File: src/sv/sensor_link_sync_and_frame_receiver_unit_macros.svh
// ----------------------------------------------------------------------------
// Assertion macros
// Shared assertion forms for the sensor link receiver, clocked on clk and
// disabled while arst_n is low.
// ----------------------------------------------------------------------------
`ifndef SENSOR_LINK_SYNC_AND_FRAME_RECEIVER_UNIT_MACROS_SVH
`define SENSOR_LINK_SYNC_AND_FRAME_RECEIVER_UNIT_MACROS_SVH

// same-cycle implication
`define SLSFR_ASSERT_NOW(lbl, ante, cons, msg) \
	lbl: assert property (@(posedge clk) disable iff (!arst_n) (ante) |-> (cons)) \
		else $error(msg);

// next-cycle implication
`define SLSFR_ASSERT_NEXT(lbl, ante, cons, msg) \
	lbl: assert property (@(posedge clk) disable iff (!arst_n) (ante) |=> (cons)) \
		else $error(msg);

`endif

File: src/sv/slsfr_pkg.sv
// ----------------------------------------------------------------------------
// slsfr_pkg
// Types, codes and constants of the sensor link sync and frame receiver.
// ----------------------------------------------------------------------------
package slsfr_pkg;

	localparam logic [3:0] SYNC_TOKEN_LEN = 4'd10;
	localparam int unsigned WORD_BYTES = 4;
	localparam int unsigned TDATA_OUT_W = 104;

	localparam logic [7:0] HASH_CHAR = 8'h23;
	localparam logic [7:0] NEWLINE_CHAR = 8'h0a;

	typedef enum logic [2:0] {
		PH_WAIT,
		PH_FLUSH,
		PH_HUNT,
		PH_STREAM,
		PH_FAILED,
		PH_STOPPED
	} phase_t;

	localparam logic [1:0] MODE_BYTE = 2'd0;
	localparam logic [1:0] MODE_TICK = 2'd1;
	localparam logic [1:0] MODE_STOP = 2'd2;

	localparam logic [1:0] EV_CMD = 2'd0;
	localparam logic [1:0] EV_SYNC_OK = 2'd1;
	localparam logic [1:0] EV_SYNC_FAIL = 2'd2;
	localparam logic [1:0] EV_FRAME = 2'd3;

	localparam logic [1:0] CMD_CONT = 2'd0;
	localparam logic [1:0] CMD_BINARY = 2'd1;
	localparam logic [1:0] CMD_SYNC = 2'd2;
	localparam logic [1:0] CMD_TEXT = 2'd3;

	localparam logic [1:0] REG_TIMEOUT = 2'd0;
	localparam logic [1:0] REG_RESEND = 2'd1;
	localparam logic [1:0] REG_SETTLE = 2'd2;

	typedef struct packed {
		logic [1:0] mode;
		logic [7:0] rx_byte;
	} item_t;

	typedef struct packed {
		logic [15:0] hunt_timeout_ms;
		logic [15:0] resend_interval_ms;
		logic [15:0] settle_ms;
	} cfg_t;

	typedef struct packed {
		logic [1:0] event_res;
		logic [1:0] command;
	} tag_t;

	// results of one item: up to three tags, words shared (frames come alone)
	typedef struct packed {
		logic [1:0]  count;
		tag_t [2:0]  tags;
		logic [31:0] yaw_bits;
		logic [31:0] pitch_bits;
		logic [31:0] roll_bits;
	} bundle_t;

	function automatic logic [7:0] sync_ref(input logic [3:0] idx);
		logic [7:0] c;
		case (idx)
			4'd0: c = 8'h23;
			4'd1: c = 8'h53;
			4'd2: c = 8'h59;
			4'd3: c = 8'h4e;
			4'd4: c = 8'h43;
			4'd5: c = 8'h48;
			4'd6: c = 8'h30;
			4'd7: c = 8'h30;
			4'd8: c = 8'h0d;
			4'd9: c = 8'h0a;
			default: c = 8'h00;
		endcase
		return c;
	endfunction

endpackage

File: src/sv/slsfr_cfg_regs.sv
// ----------------------------------------------------------------------------
// slsfr_cfg_regs
// Configuration register file: timeout, resend interval and settle delay.
// ----------------------------------------------------------------------------
module slsfr_cfg_regs (
	input  logic               clk,
	input  logic               arst_n,
	input  logic               cfg_valid,
	output logic               cfg_ready,
	input  logic [1:0]         cfg_index,
	input  logic [15:0]        cfg_data,
	output slsfr_pkg::cfg_t    cfg
);

	slsfr_pkg::cfg_t cfg_q;

	assign cfg_ready = 1'b1;
	assign cfg = cfg_q;

	always_ff @(posedge clk or negedge arst_n) begin
		if (!arst_n) begin
			cfg_q.hunt_timeout_ms <= 16'd1000;
			cfg_q.resend_interval_ms <= 16'd200;
			cfg_q.settle_ms <= 16'd200;
		end else if (cfg_valid && cfg_ready) begin
			case (cfg_index)
				slsfr_pkg::REG_TIMEOUT: cfg_q.hunt_timeout_ms <= cfg_data;
				slsfr_pkg::REG_RESEND:  cfg_q.resend_interval_ms <= cfg_data;
				slsfr_pkg::REG_SETTLE:  cfg_q.settle_ms <= cfg_data;
				default: ;
			endcase
		end
	end

endmodule

File: src/sv/slsfr_in_reg.sv
// ----------------------------------------------------------------------------
// slsfr_in_reg
// Input beat register; refills in the cycle its content is consumed.
// ----------------------------------------------------------------------------
module slsfr_in_reg (
	input  logic              clk,
	input  logic              arst_n,
	input  logic              s_tvalid,
	output logic              s_tready,
	input  logic [7:0]        s_tdata,
	input  logic [1:0]        s_tuser,
	input  logic              take,
	output logic              valid_s1,
	output slsfr_pkg::item_t  item_s1
);

	logic             valid_q;
	slsfr_pkg::item_t item_q;

	assign s_tready = !valid_q || take;
	assign valid_s1 = valid_q;
	assign item_s1 = item_q;

	always_ff @(posedge clk or negedge arst_n) begin
		if (!arst_n) begin
			valid_q <= 1'b0;
		end else if (s_tready) begin
			valid_q <= s_tvalid;
		end
	end

	always_ff @(posedge clk) begin
		if (s_tvalid && s_tready) begin
			item_q.mode <= s_tuser;
			item_q.rx_byte <= s_tdata;
		end
	end

endmodule

File: src/sv/slsfr_core.sv
// ----------------------------------------------------------------------------
// slsfr_core
// Link state: start-up, flush, sync hunt with timers, word and frame packing
// and stop. Produces the result bundle of the item in the input register.
// ----------------------------------------------------------------------------
`include "sensor_link_sync_and_frame_receiver_unit_macros.svh"

module slsfr_core (
	input  logic                clk,
	input  logic                arst_n,
	input  logic                advance,
	input  slsfr_pkg::item_t    item_s1,
	input  slsfr_pkg::cfg_t     cfg,
	output slsfr_pkg::bundle_t  bundle
);

	slsfr_pkg::phase_t phase_q, phase_d;
	logic [3:0]  token_index_q, token_index_d;
	logic        token_mismatch_q, token_mismatch_d;
	logic [1:0]  byte_in_word_q, byte_in_word_d;
	logic [1:0]  word_in_frame_q, word_in_frame_d;
	logic [31:0] word_assembly_q, word_assembly_d;
	logic [31:0] held_q [2];
	logic [31:0] held0_d, held1_d;
	logic [15:0] since_start_q, since_start_d;
	logic [15:0] since_request_q, since_request_d;
	logic [15:0] settle_left_q, settle_left_d;

	logic        is_byte, is_tick, is_stop, is_newline, is_hash;
	logic [3:0]  token_next;
	logic        token_done, token_bad, sync_ok, counting;
	logic        resend_hit, timeout_hit, word_done;
	logic [31:0] word_full;
	logic [1:0]  n;
	slsfr_pkg::bundle_t b_d;

	assign is_byte = item_s1.mode == slsfr_pkg::MODE_BYTE;
	assign is_tick = item_s1.mode == slsfr_pkg::MODE_TICK;
	assign is_stop = item_s1.mode == slsfr_pkg::MODE_STOP;
	assign is_newline = item_s1.rx_byte == slsfr_pkg::NEWLINE_CHAR;
	assign is_hash = item_s1.rx_byte == slsfr_pkg::HASH_CHAR;
	assign token_next = token_index_q + 4'd1;
	assign token_done = token_next >= slsfr_pkg::SYNC_TOKEN_LEN;
	assign token_bad = token_mismatch_q ||
		(item_s1.rx_byte != slsfr_pkg::sync_ref(token_index_q));
	assign sync_ok = token_done && !token_bad;
	assign counting = is_tick && (phase_q == slsfr_pkg::PH_HUNT) &&
		(token_index_q == 4'd0) && (settle_left_q == 16'd0);
	assign resend_hit = since_request_q >= cfg.resend_interval_ms;
	assign timeout_hit = since_start_q >= cfg.hunt_timeout_ms;
	assign word_done = byte_in_word_q == 2'd3;
	assign word_full = word_assembly_q |
		({24'd0, item_s1.rx_byte} << {byte_in_word_q, 3'b000});
	assign bundle = b_d;

	// next phase
	always_comb begin
		phase_d = phase_q;
		case (phase_q)
			slsfr_pkg::PH_WAIT: begin
				if (is_byte) begin
					phase_d = is_newline ? slsfr_pkg::PH_HUNT : slsfr_pkg::PH_FLUSH;
				end
			end
			slsfr_pkg::PH_FLUSH: begin
				if (is_byte && is_newline) begin
					phase_d = slsfr_pkg::PH_HUNT;
				end
			end
			slsfr_pkg::PH_HUNT: begin
				if (is_byte && (token_index_q != 4'd0) && sync_ok) begin
					phase_d = slsfr_pkg::PH_STREAM;
				end else if (counting && timeout_hit) begin
					phase_d = slsfr_pkg::PH_FAILED;
				end
			end
			slsfr_pkg::PH_STREAM: begin
				if (is_stop) begin
					phase_d = slsfr_pkg::PH_STOPPED;
				end
			end
			default: phase_d = phase_q;
		endcase
	end

	// results and datapath state
	always_comb begin
		b_d = '0;
		n = 2'd0;
		token_index_d = token_index_q;
		token_mismatch_d = token_mismatch_q;
		byte_in_word_d = byte_in_word_q;
		word_in_frame_d = word_in_frame_q;
		word_assembly_d = word_assembly_q;
		held0_d = held_q[0];
		held1_d = held_q[1];
		since_start_d = since_start_q;
		since_request_d = since_request_q;
		settle_left_d = settle_left_q;
		case (phase_q)
			slsfr_pkg::PH_WAIT, slsfr_pkg::PH_FLUSH: begin
				if (is_byte && phase_q == slsfr_pkg::PH_WAIT) begin
					b_d.tags[n] = '{slsfr_pkg::EV_CMD, slsfr_pkg::CMD_CONT};
					n = n + 2'd1;
					b_d.tags[n] = '{slsfr_pkg::EV_CMD, slsfr_pkg::CMD_BINARY};
					n = n + 2'd1;
				end
				if (is_byte && is_newline) begin
					b_d.tags[n] = '{slsfr_pkg::EV_CMD, slsfr_pkg::CMD_SYNC};
					n = n + 2'd1;
					settle_left_d = cfg.settle_ms;
					since_start_d = 16'd0;
					since_request_d = 16'd0;
					token_index_d = 4'd0;
					token_mismatch_d = 1'b0;
				end
			end
			slsfr_pkg::PH_HUNT: begin
				if (is_byte) begin
					if (token_index_q == 4'd0) begin
						if (is_hash) begin
							token_index_d = 4'd1;
							token_mismatch_d = slsfr_pkg::sync_ref(4'd0) != slsfr_pkg::HASH_CHAR;
						end
					end else if (token_done) begin
						if (!token_bad) begin
							b_d.tags[n] = '{slsfr_pkg::EV_SYNC_OK, slsfr_pkg::CMD_CONT};
							n = n + 2'd1;
							b_d.tags[n] = '{slsfr_pkg::EV_CMD, slsfr_pkg::CMD_BINARY};
							n = n + 2'd1;
							byte_in_word_d = 2'd0;
							word_in_frame_d = 2'd0;
							word_assembly_d = 32'd0;
						end
						token_index_d = 4'd0;
						token_mismatch_d = 1'b0;
					end else begin
						token_index_d = token_next;
						token_mismatch_d = token_bad;
					end
				end
				if (is_tick && token_index_q == 4'd0) begin
					if (settle_left_q != 16'd0) begin
						settle_left_d = settle_left_q - 16'd1;
					end else begin
						if (resend_hit) begin
							b_d.tags[n] = '{slsfr_pkg::EV_CMD, slsfr_pkg::CMD_SYNC};
							n = n + 2'd1;
							since_request_d = 16'd0;
						end else begin
							since_request_d = since_request_q + 16'd1;
						end
						if (timeout_hit) begin
							b_d.tags[n] = '{slsfr_pkg::EV_SYNC_FAIL, slsfr_pkg::CMD_CONT};
							n = n + 2'd1;
						end else begin
							since_start_d = since_start_q + 16'd1;
						end
					end
				end
			end
			slsfr_pkg::PH_STREAM: begin
				if (is_byte) begin
					if (word_done) begin
						byte_in_word_d = 2'd0;
						word_assembly_d = 32'd0;
						if (word_in_frame_q != 2'd2) begin
							if (word_in_frame_q[0]) begin
								held1_d = word_full;
							end else begin
								held0_d = word_full;
							end
							word_in_frame_d = word_in_frame_q + 2'd1;
						end else begin
							b_d.tags[n] = '{slsfr_pkg::EV_FRAME, slsfr_pkg::CMD_CONT};
							n = n + 2'd1;
							b_d.yaw_bits = held_q[0];
							b_d.pitch_bits = held_q[1];
							b_d.roll_bits = word_full;
							word_in_frame_d = 2'd0;
						end
					end else begin
						word_assembly_d = word_full;
						byte_in_word_d = byte_in_word_q + 2'd1;
					end
				end
				if (is_stop) begin
					b_d.tags[n] = '{slsfr_pkg::EV_CMD, slsfr_pkg::CMD_TEXT};
					n = n + 2'd1;
				end
			end
			default: ;
		endcase
		b_d.count = n;
	end

	always_ff @(posedge clk or negedge arst_n) begin
		if (!arst_n) begin
			phase_q <= slsfr_pkg::PH_WAIT;
			token_index_q <= 4'd0;
			token_mismatch_q <= 1'b0;
			byte_in_word_q <= 2'd0;
			word_in_frame_q <= 2'd0;
			word_assembly_q <= 32'd0;
			since_start_q <= 16'd0;
			since_request_q <= 16'd0;
			settle_left_q <= 16'd0;
		end else if (advance) begin
			phase_q <= phase_d;
			token_index_q <= token_index_d;
			token_mismatch_q <= token_mismatch_d;
			byte_in_word_q <= byte_in_word_d;
			word_in_frame_q <= word_in_frame_d;
			word_assembly_q <= word_assembly_d;
			since_start_q <= since_start_d;
			since_request_q <= since_request_d;
			settle_left_q <= settle_left_d;
		end
	end

	always_ff @(posedge clk) begin
		if (advance) begin
			held_q[0] <= held0_d;
			held_q[1] <= held1_d;
		end
	end

	`SLSFR_ASSERT_NOW(a_token_range, 1'b1, token_index_q < slsfr_pkg::SYNC_TOKEN_LEN, "token index out of range")
	`SLSFR_ASSERT_NOW(a_frame_words, 1'b1, word_in_frame_q != 2'd3, "word count past frame")
	`SLSFR_ASSERT_NEXT(a_failed_sticks, phase_q == slsfr_pkg::PH_FAILED, phase_q == slsfr_pkg::PH_FAILED, "left failed phase")
	`SLSFR_ASSERT_NEXT(a_stopped_sticks, phase_q == slsfr_pkg::PH_STOPPED, phase_q == slsfr_pkg::PH_STOPPED, "left stopped phase")

endmodule

File: src/sv/slsfr_out_ser.sv
// ----------------------------------------------------------------------------
// slsfr_out_ser
// Result register: holds one item's bundle and hands its results out one beat
// at a time, tlast on the final one.
// ----------------------------------------------------------------------------
`include "sensor_link_sync_and_frame_receiver_unit_macros.svh"

module slsfr_out_ser (
	input  logic                                     clk,
	input  logic                                     arst_n,
	input  logic                                     load,
	input  slsfr_pkg::bundle_t                       bundle,
	output logic                                     load_ok,
	output logic                                     m_tvalid,
	input  logic                                     m_tready,
	output logic [slsfr_pkg::TDATA_OUT_W-1:0]        m_tdata,
	output logic [1:0]                               m_tuser,
	output logic                                     m_tlast
);

	slsfr_pkg::bundle_t bundle_q;
	logic [1:0]         idx_q;
	logic               busy_q;
	slsfr_pkg::tag_t    cur;

	assign cur = bundle_q.tags[idx_q];
	assign m_tvalid = busy_q;
	assign m_tlast = idx_q == (bundle_q.count - 2'd1);
	assign m_tuser = cur.event_res;
	assign m_tdata = {6'd0, bundle_q.roll_bits, bundle_q.pitch_bits, bundle_q.yaw_bits,
		cur.command};
	assign load_ok = !busy_q || (m_tready && m_tlast);

	always_ff @(posedge clk or negedge arst_n) begin
		if (!arst_n) begin
			busy_q <= 1'b0;
			idx_q <= 2'd0;
		end else if (load) begin
			busy_q <= bundle.count != 2'd0;
			idx_q <= 2'd0;
		end else if (busy_q && m_tready) begin
			if (m_tlast) begin
				busy_q <= 1'b0;
			end else begin
				idx_q <= idx_q + 2'd1;
			end
		end
	end

	always_ff @(posedge clk) begin
		if (load) begin
			bundle_q <= bundle;
		end
	end

	`SLSFR_ASSERT_NOW(a_busy_nonempty, busy_q, bundle_q.count != 2'd0, "empty bundle held")
	`SLSFR_ASSERT_NOW(a_idx_in_bundle, busy_q, idx_q < bundle_q.count, "index past bundle")
	`SLSFR_ASSERT_NOW(a_frame_alone, m_tvalid && m_tuser == slsfr_pkg::EV_FRAME, m_tlast, "frame not last")
	`SLSFR_ASSERT_NOW(a_sync_then_cmd, m_tvalid && m_tuser == slsfr_pkg::EV_SYNC_OK, !m_tlast, "sync without binary command")

endmodule

File: src/sv/sensor_link_sync_and_frame_receiver_unit.sv
// Receives beats from a sensor link: bytes, millisecond ticks and a host stop,
// told apart by s_tuser. Each beat passes an input register and is worked by
// the core into the result register. A beat that gives at most one result
// leaves the result register free for the next, so one beat per cycle is
// sustained while m_tready is high; a beat that gives more results (at most
// three) holds the result register until they drain, and the input waits.
// No start-up sweep: the block takes beats right after reset.
// ----------------------------------------------------------------------------
// sensor_link_sync_and_frame_receiver_unit
// Top level: config registers, input register, link core and result output.
// ----------------------------------------------------------------------------
module sensor_link_sync_and_frame_receiver_unit (
	input  logic          clk,
	input  logic          arst_n,
	input  logic          s_tvalid,
	output logic          s_tready,
	input  logic [7:0]    s_tdata,   // [7:0] rx_byte
	input  logic [1:0]    s_tuser,   // [1:0] mode
	output logic          m_tvalid,
	input  logic          m_tready,
	output logic [103:0]  m_tdata,   // [1:0] command, [33:2] yaw_bits,
	                                 // [65:34] pitch_bits, [97:66] roll_bits
	output logic [1:0]    m_tuser,   // [1:0] event_res
	output logic          m_tlast,
	input  logic          cfg_valid,
	output logic          cfg_ready,
	input  logic [1:0]    cfg_index,
	input  logic [15:0]   cfg_data
);

	slsfr_pkg::cfg_t    cfg;
	slsfr_pkg::item_t   item_s1;
	slsfr_pkg::bundle_t bundle;
	logic               valid_s1;
	logic               load_ok;
	logic               advance;

	assign advance = valid_s1 && load_ok;

	slsfr_cfg_regs u_cfg (
		.clk       (clk),
		.arst_n    (arst_n),
		.cfg_valid (cfg_valid),
		.cfg_ready (cfg_ready),
		.cfg_index (cfg_index),
		.cfg_data  (cfg_data),
		.cfg       (cfg)
	);

	slsfr_in_reg u_in (
		.clk      (clk),
		.arst_n   (arst_n),
		.s_tvalid (s_tvalid),
		.s_tready (s_tready),
		.s_tdata  (s_tdata),
		.s_tuser  (s_tuser),
		.take     (advance),
		.valid_s1 (valid_s1),
		.item_s1  (item_s1)
	);

	slsfr_core u_core (
		.clk     (clk),
		.arst_n  (arst_n),
		.advance (advance),
		.item_s1 (item_s1),
		.cfg     (cfg),
		.bundle  (bundle)
	);

	slsfr_out_ser u_out (
		.clk      (clk),
		.arst_n   (arst_n),
		.load     (advance),
		.bundle   (bundle),
		.load_ok  (load_ok),
		.m_tvalid (m_tvalid),
		.m_tready (m_tready),
		.m_tdata  (m_tdata),
		.m_tuser  (m_tuser),
		.m_tlast  (m_tlast)
	);

endmodule

File: config.mk
export PLATFORM = sky130hd
export DESIGN_NAME = sensor_link_sync_and_frame_receiver_unit
export DESIGN_NICKNAME = d
export VERILOG_FILES = /design/src/sv/slsfr_pkg.sv /design/src/sv/slsfr_cfg_regs.sv /design/src/sv/slsfr_in_reg.sv /design/src/sv/slsfr_core.sv /design/src/sv/slsfr_out_ser.sv /design/src/sv/sensor_link_sync_and_frame_receiver_unit.sv
export VERILOG_INCLUDE_DIRS = /design/src /design/src/sv
export SDC_FILE = /design/constraint.sdc
export NUM_CORES = 1
export LEC_CHECK = 0
export BUFFER_PORTS_ARGS = -buffer_cell sky130_fd_sc_hd__buf_2
export CAP_MARGIN = 20
export CORE_UTILIZATION = 54
export CTS_CLUSTER_DIAMETER = 200
export DETAILED_ROUTE_END_ITERATION = 7
export PLACE_DENSITY = 0.71
export RECOVER_POWER = 50
export SLEW_MARGIN = 30
export SYNTH_ARGS = -nofsm -noshare
export SYNTH_HDL_FRONTEND = slang
export SYNTH_SLANG_ARGS = --single-unit
File: constraint.sdc
create_clock -name clk -period 12.3 [get_ports clk]
set_clock_uncertainty 0.2 [all_clocks]
set_input_delay 0.615 -clock clk [delete_from_list [all_inputs] [get_ports clk]]
set_output_delay 0.615 -clock clk [all_outputs]
set_load 0.02 [all_outputs]
# Yosys cells after proc, flatten, opt, wreduce, memory -nomap -nowiden
# Memories as Yosys holds them, arrays and structs flattened.
# Index checks and enable logic that the tools add are counted.
# classes
eq_ne	30
n_lt_le_gt_ge	12
reduce_logical	50
n_shift	1
n_addsub	12
n_bitwise	13
mux	120
# ops
op	count
32-bit two-way mux	16
100-bit two-way mux	4
16-bit two-way mux	10
12-bit two-way mux	9
16-bit one-hot mux with 2 select lines	3
2-bit two-way mux	32
32-bit one-hot mux with 2 select lines	1
4-bit two-way mux	10
8-bit two-way mux	5
12-bit one-hot mux with 3 select lines	1
16-bit by 1-bit adder with 16-bit output (second input constant)	2
4-bit demux with 2-bit select	4
16-bit greater-or-equal comparator	2
32-bit bitwise OR	1
8-bit by 5-bit left shift with 32-bit output	1
9-bit inverter	3
6-bit by 9-bit bitwise AND with 9-bit output	2
1-bit logical AND	18
16-bit logical NOT	1
2-bit by 1-bit != test with 1-bit output (second input constant)	8
2-bit != test (second input constant)	8
16-bit nonzero test	1
16-bit by 1-bit subtractor with 16-bit output (second input constant)	1
2-bit by 3-bit < comparator with 1-bit output (second input constant)	5
43 further kinds	90
# word_totals
out_inout_bits	110
inputBits	33
ff_bits	264
mem_bits_ro	112
ramBits	64
memories	2
elab_cells	267
# memory_table
memory	words	width	rd	rd_clocked_by_memory_dff	wr	line_no	source
(no name shown)	16	7	1	0	0	slsfr_pkg.sv:68	case (idx)
u_core.held_q	2	32	2	0	2	slsfr_core.sv:23	logic [31:0] held_q [2];

# Depth between registers and ports, before layout
# An unclocked memory read counts as a cell.
# depth
word_depth	23
depth_mapped	13
ltp_nobuf	10

# Cells and area by module
# From an unflattened synthesis, not the netlist that was laid out.
# unflattened
cells_unflattened	1334
area_unflattened_um2	15846.4
# modules_own_cells
module	cells_each	area_per_inst_um2	seq_area_each_um2	instances
slsfr_core	968	9261.4	4224.1	1
slsfr_out_ser	247	4383.0	3378.2	1
slsfr_cfg_regs	104	1841.8	1216.2	1
slsfr_in_reg	14	354.1	325.3	1
sensor_link_sync_and_frame_receiver_unit	1	6.3	0.0	1

# Worst setup path before layout
# No wires, ideal clock.
# synth_timing
kind	reg-to-reg
startpoint	register u_out.idx_q[1]
endpoint	memory u_core.held_q[0][0], enable pin
stages_incl_launch_ff	9
t_required_ns	11.637
arrival_ns	3.934
path_slack_ns	7.703
path_cell_list	dfrtp_1 > buf_2 > xnor2_1 > mux2i_1 > nor2_1 > buf_2 > nor3_1 > nand2_1 > nor3_1
# synth_rtl
element	line_no	source
start, declared	slsfr_out_ser.sv:22	logic [1:0] idx_q;
start signal, assigned	slsfr_out_ser.sv:45	idx_q <= idx_q + 2'd1;
end, declared	slsfr_core.sv:23	

# Final worst setup path
# layout_timing
startpoint	register u_core.phase_q[2]
endpoint	register u_out.busy_q (netlist: u_out.m_tvalid)
# layout_via
elab_chain_len	9
# layout_lines
element	line_no	source
start, declared	slsfr_core.sv:17	slsfr_pkg::phase_t phase_q, phase_d;
start signal, assigned	slsfr_core.sv:199	phase_q <= slsfr_pkg::PH_WAIT;
start signal, assigned	slsfr_core.sv:209	phase_q <= phase_d;
3-bit logical NOT	slsfr_core.sv:100, slsfr_core.sv:102	
1-bit logical AND	slsfr_core.sv:102	if (is_byte && phase_q == slsfr_pkg::PH_WAIT) begin
2-bit two-way mux	slsfr_core.sv:102	
2-bit two-way mux	slsfr_core.sv:100	case (phase_q)
2-bit by 1-bit adder with 2-bit output	slsfr_core.sv:110	n = n + 2'd1;
2-bit two-way mux	slsfr_core.sv:108	if (is_byte && is_newline) begin
2-bit one-hot mux with 3 select lines (*)	slsfr_core.sv:100	
2-bit nonzero test (*)	slsfr_out_ser.sv:39	busy_q <= bundle.count != 2'd0;
1-bit two-way mux (*)	slsfr_out_ser.sv:38	end else if (load) begin
end signal, assigned	slsfr_out_ser.sv:36	busy_q <= 1'b0;
end signal, assigned	slsfr_out_ser.sv:39	
end signal, assigned	slsfr_out_ser.sv:43	busy_q <= 1'b0;
end, declared	slsfr_out_ser.sv:23	logic busy_q;
# Mark *: on every way between the ends. The rest lies on a longest branch, timed or not. The select of a mux whose other input is x is not followed.
# A chain may end at the register's enable or synchronous reset.

==> impl_metrics.yaml <==
placement:
  dp.cells: 1685
  dp.final_hpwl_um: 20500
  portBuffers: 135
  finalWeightedCongestion: 0.847
final_layout:
  finalNetCount: 1426
  area_growth_pct: 8.52
  final_common_cell: "edfxtp_1"
  stdcell_count: 1751
  fillers: 2330
  final_layout_size_suffix_gt1_frac: 0.123
  mostFrequentLayoutCells: "edfxtp_1, dfrtp_1, clkbuf_1"
  antenna_cells: 0
yosys:
  synth.avg_cell_area_um2: 11.6
  synth_area_leaders: "edfxtp_1, dfrtp_1, buf_4"
  syn_inst: 1324
  ys.flop_type: "edfxtp_1"
  yosys_warnings: 0
  synth_edf_count: 181
  ys_seq_area_frac: 0.590
  synth_area_leader_cell: "edfxtp_1"
  async_reset_ff_frac: 0.443
  synth_seq_cells: 325
  synth_area_um2: 15400
  ys_types: 72
  netlist.area_leader.share: 0.354
drt:
  wl_per_cell_um: 17.8
  firstDrtPassIters: 5
  wirelength_um: 31100
  drc: 0
  antenna_left: 0
  vias: 9768
  viasPerCell: 5.58
  drtIter0Drc: 751
critical_path:
  arrival_ps: 4570
  reg2reg_depth: 7
  critPathLaunchType: "register"
  max_stage_delay_ps: 2350
  crit_type: "register to register"
  crit_required_ps: 12520
  critPathMostFrequentCell: "a21oi_1"
  cp_max_fo: 99
  end_kind: "register"
  path_cells: "inv_1 > and3_2 > clkbuf_1 > a21oi_1 > nand2b_1 > a21oi_1 > a31oi_1"
  critPathSlowestCell: "clkbuf_1"
clock_tree:
  cts_made_buffers: 36
  cts.sinks: 325
  cts_tree: "done"
  postCtsSetupBuffers: 0
  cts.clk_slew.worst_paths_ps: 60
  cts-root-buf: "clkbuf_16"
  clockBufferDepth: 3
  htree_levels: 2
  insertion_delay_ps: 520
floorplanning:
  num_rows: 61
  start_util: 0.551
  fp.dieW_um: 171
  dieHeight_um: 171
  die_area_um2: 29100
  num_io_pins: 143
  core_um2: 27900
min_path:
  min_path_type: "primary input to register"
  whs_path_depth: 1
sta:
  slew_viol_final: 170
  setup_viol: 0
  period_share: 0.354
  fmax_mhz: 230
  hold-worst-slack_ps: 94.6
  worst_slew_pin_slew_ps: 3700
  relSlewSlack: -1.47
  hold_viol_final: 0
  fin_tns_setup_ps: 0
  finalCriticalPeriod_ps: 4350
  rsz0062_at_grt: "no"
grt:
  grt_pass1_wl_um: 48600
  grt.overflow.total: 0
  first_global_vias: 9084
  antenna_found_initial: 0
  grt_usage: 0.214
  grt_max_degree: 100
status:
  status: "finished, violations left"
  violations: "capacitance limit, slew limit"
power_and_ir_drop:
  totalPowerFinal_uw: 2410
  p_leak_uw: 0.00765
  ir_drop_mv: 0.131
  p_per_area_nw_per_um2: 145
run:
  cap_viol_max_count: 2
## metrics by stage
stage	setup slack [ps]	cell area, um2	util
4_1_cts	8540	16800	0.603
5_1_grt	7300	16700	0.598
6_report	7950	16700	0.598
3_3_place_gp	8630	15600	0.559
3_5_place_dp	8530	15600	0.559
2_1_floorplan	7700	15400	-
## state kept, by name (all words and copies together), names as in the netlist
register / count
u_out.idx_q: 2
u_out.m_tdata: 96
u_core.word_assembly_q: 32
u_core.token_mismatch_q: 1
u_core.phase_q: 3
u_core.held_q: 64
u_out.m_tvalid: 1
u_core.token_index_q: 4
u_core.since_request_q: 16
u_in.item_s1: 10
u_core.since_start_q: 16
u_out.bundle_q: 11
u_core.byte_in_word_q: 2
u_core.settle_left_q: 16
u_cfg.cfg: 48
u_core.word_in_frame_q: 2
u_in.valid_s1: 1
## layer usage
layer	GRT usage	vias up	wire length (um)
met1	0.315	4764	14900
met3	0.0324	49	1560
met5	0	-	0
li1	-	4684	-
met4	0.0662	0	743
met2	0.327	271	13900
## cells in the mapped netlist (all sizes together), types with 9 or more instances
master,count
a211oi,9
a21o,38
a21oi,78
and2,14
and3,109
buf,120
clkbuf,49
dfrtp,132
dfstp,12
edfxtp,181
ha,47
inv,55
mux2,36
mux2i,14
nand2,67
nand2b,12
nand3,33
nand4,14
nor2,85
nor2b,13
nor3,23
nor4,9
o21ai,70
or2,10
or3,10
xor2,11
## cell type report
type	instances	area (um2)	share of cell area
Inverter	55	209	0.0125
Multi-Input combinational cell	780	5080	0.305
Clock inverter	22	273	0.0164
Timing Repair Buffer	148	643	0.0386
Clock buffer	43	927	0.0556
Sequential cell	325	9050	0.543
Tap cell	378	473	0.0284
## worst paths after layout
path	from	end	slack [ps]
max in group asynchronous	arst_n	u_core.word_assembly_q[3]$_DFFE_PN0P_	8080
min	s_tdata[2]	u_in.item_s1[2]$_DFFE_PP_	90
max reg2reg	u_core.phase_q[2]$_DFFE_PN0P_	u_out.m_tvalid$_DFFE_PN0P_	7950
min reg2reg	u_core.token_mismatch_q$_DFFE_PN0P_	u_core.token_mismatch_q$_DFFE_PN0P_	280
min in group asynchronous	arst_n	u_cfg.cfg[9]$_DFFE_PN0P_	1740
max	u_core.phase_q[2]$_DFFE_PN0P_	u_out.m_tvalid$_DFFE_PN0P_	7950
## critical path, delay by kind of cell, from the launching register on
family | cells | cell delay (ps)
and+or+nand+nor | 2 | 410
AOI/OAI and AO/OA | 3 | 620
DFF | 1 | 470
buffers and inverters | 2 | 2560
## kinds of logic after synthesis
| family | synth area share |
|---|---|
| AO/OA/AOI/OAI | 0.0949 |
| multiplexers | 0.0355 |
| adder cells (fa/ha/maj) | 0.0383 |
| XOR/XNOR | 0.00970 |
| flip-flops | 0.590 |
| buffers and inverters | 0.0821 |
| AND/OR/NAND/NOR | 0.149 |
| other | 0.000489 |
## report_power, final
group | internal (uW) | switching, uW
Sequential | 1190 | 28.2
Clock | 667 | 421
Combinational | 45.3 | 67.3
Total | 1900 | 516
## what timing repair did
| item | in CTS | in global routing |
|---|---|---|
| resized for setup | 0 | 0 |
| hold buffers | 1 | 0 |
| hold endpoints to repair | 60 | 0 |
| endpoints found under the setup margin | 0 | 0 |
No activity file was read; power rests on OpenSTA's default activity.
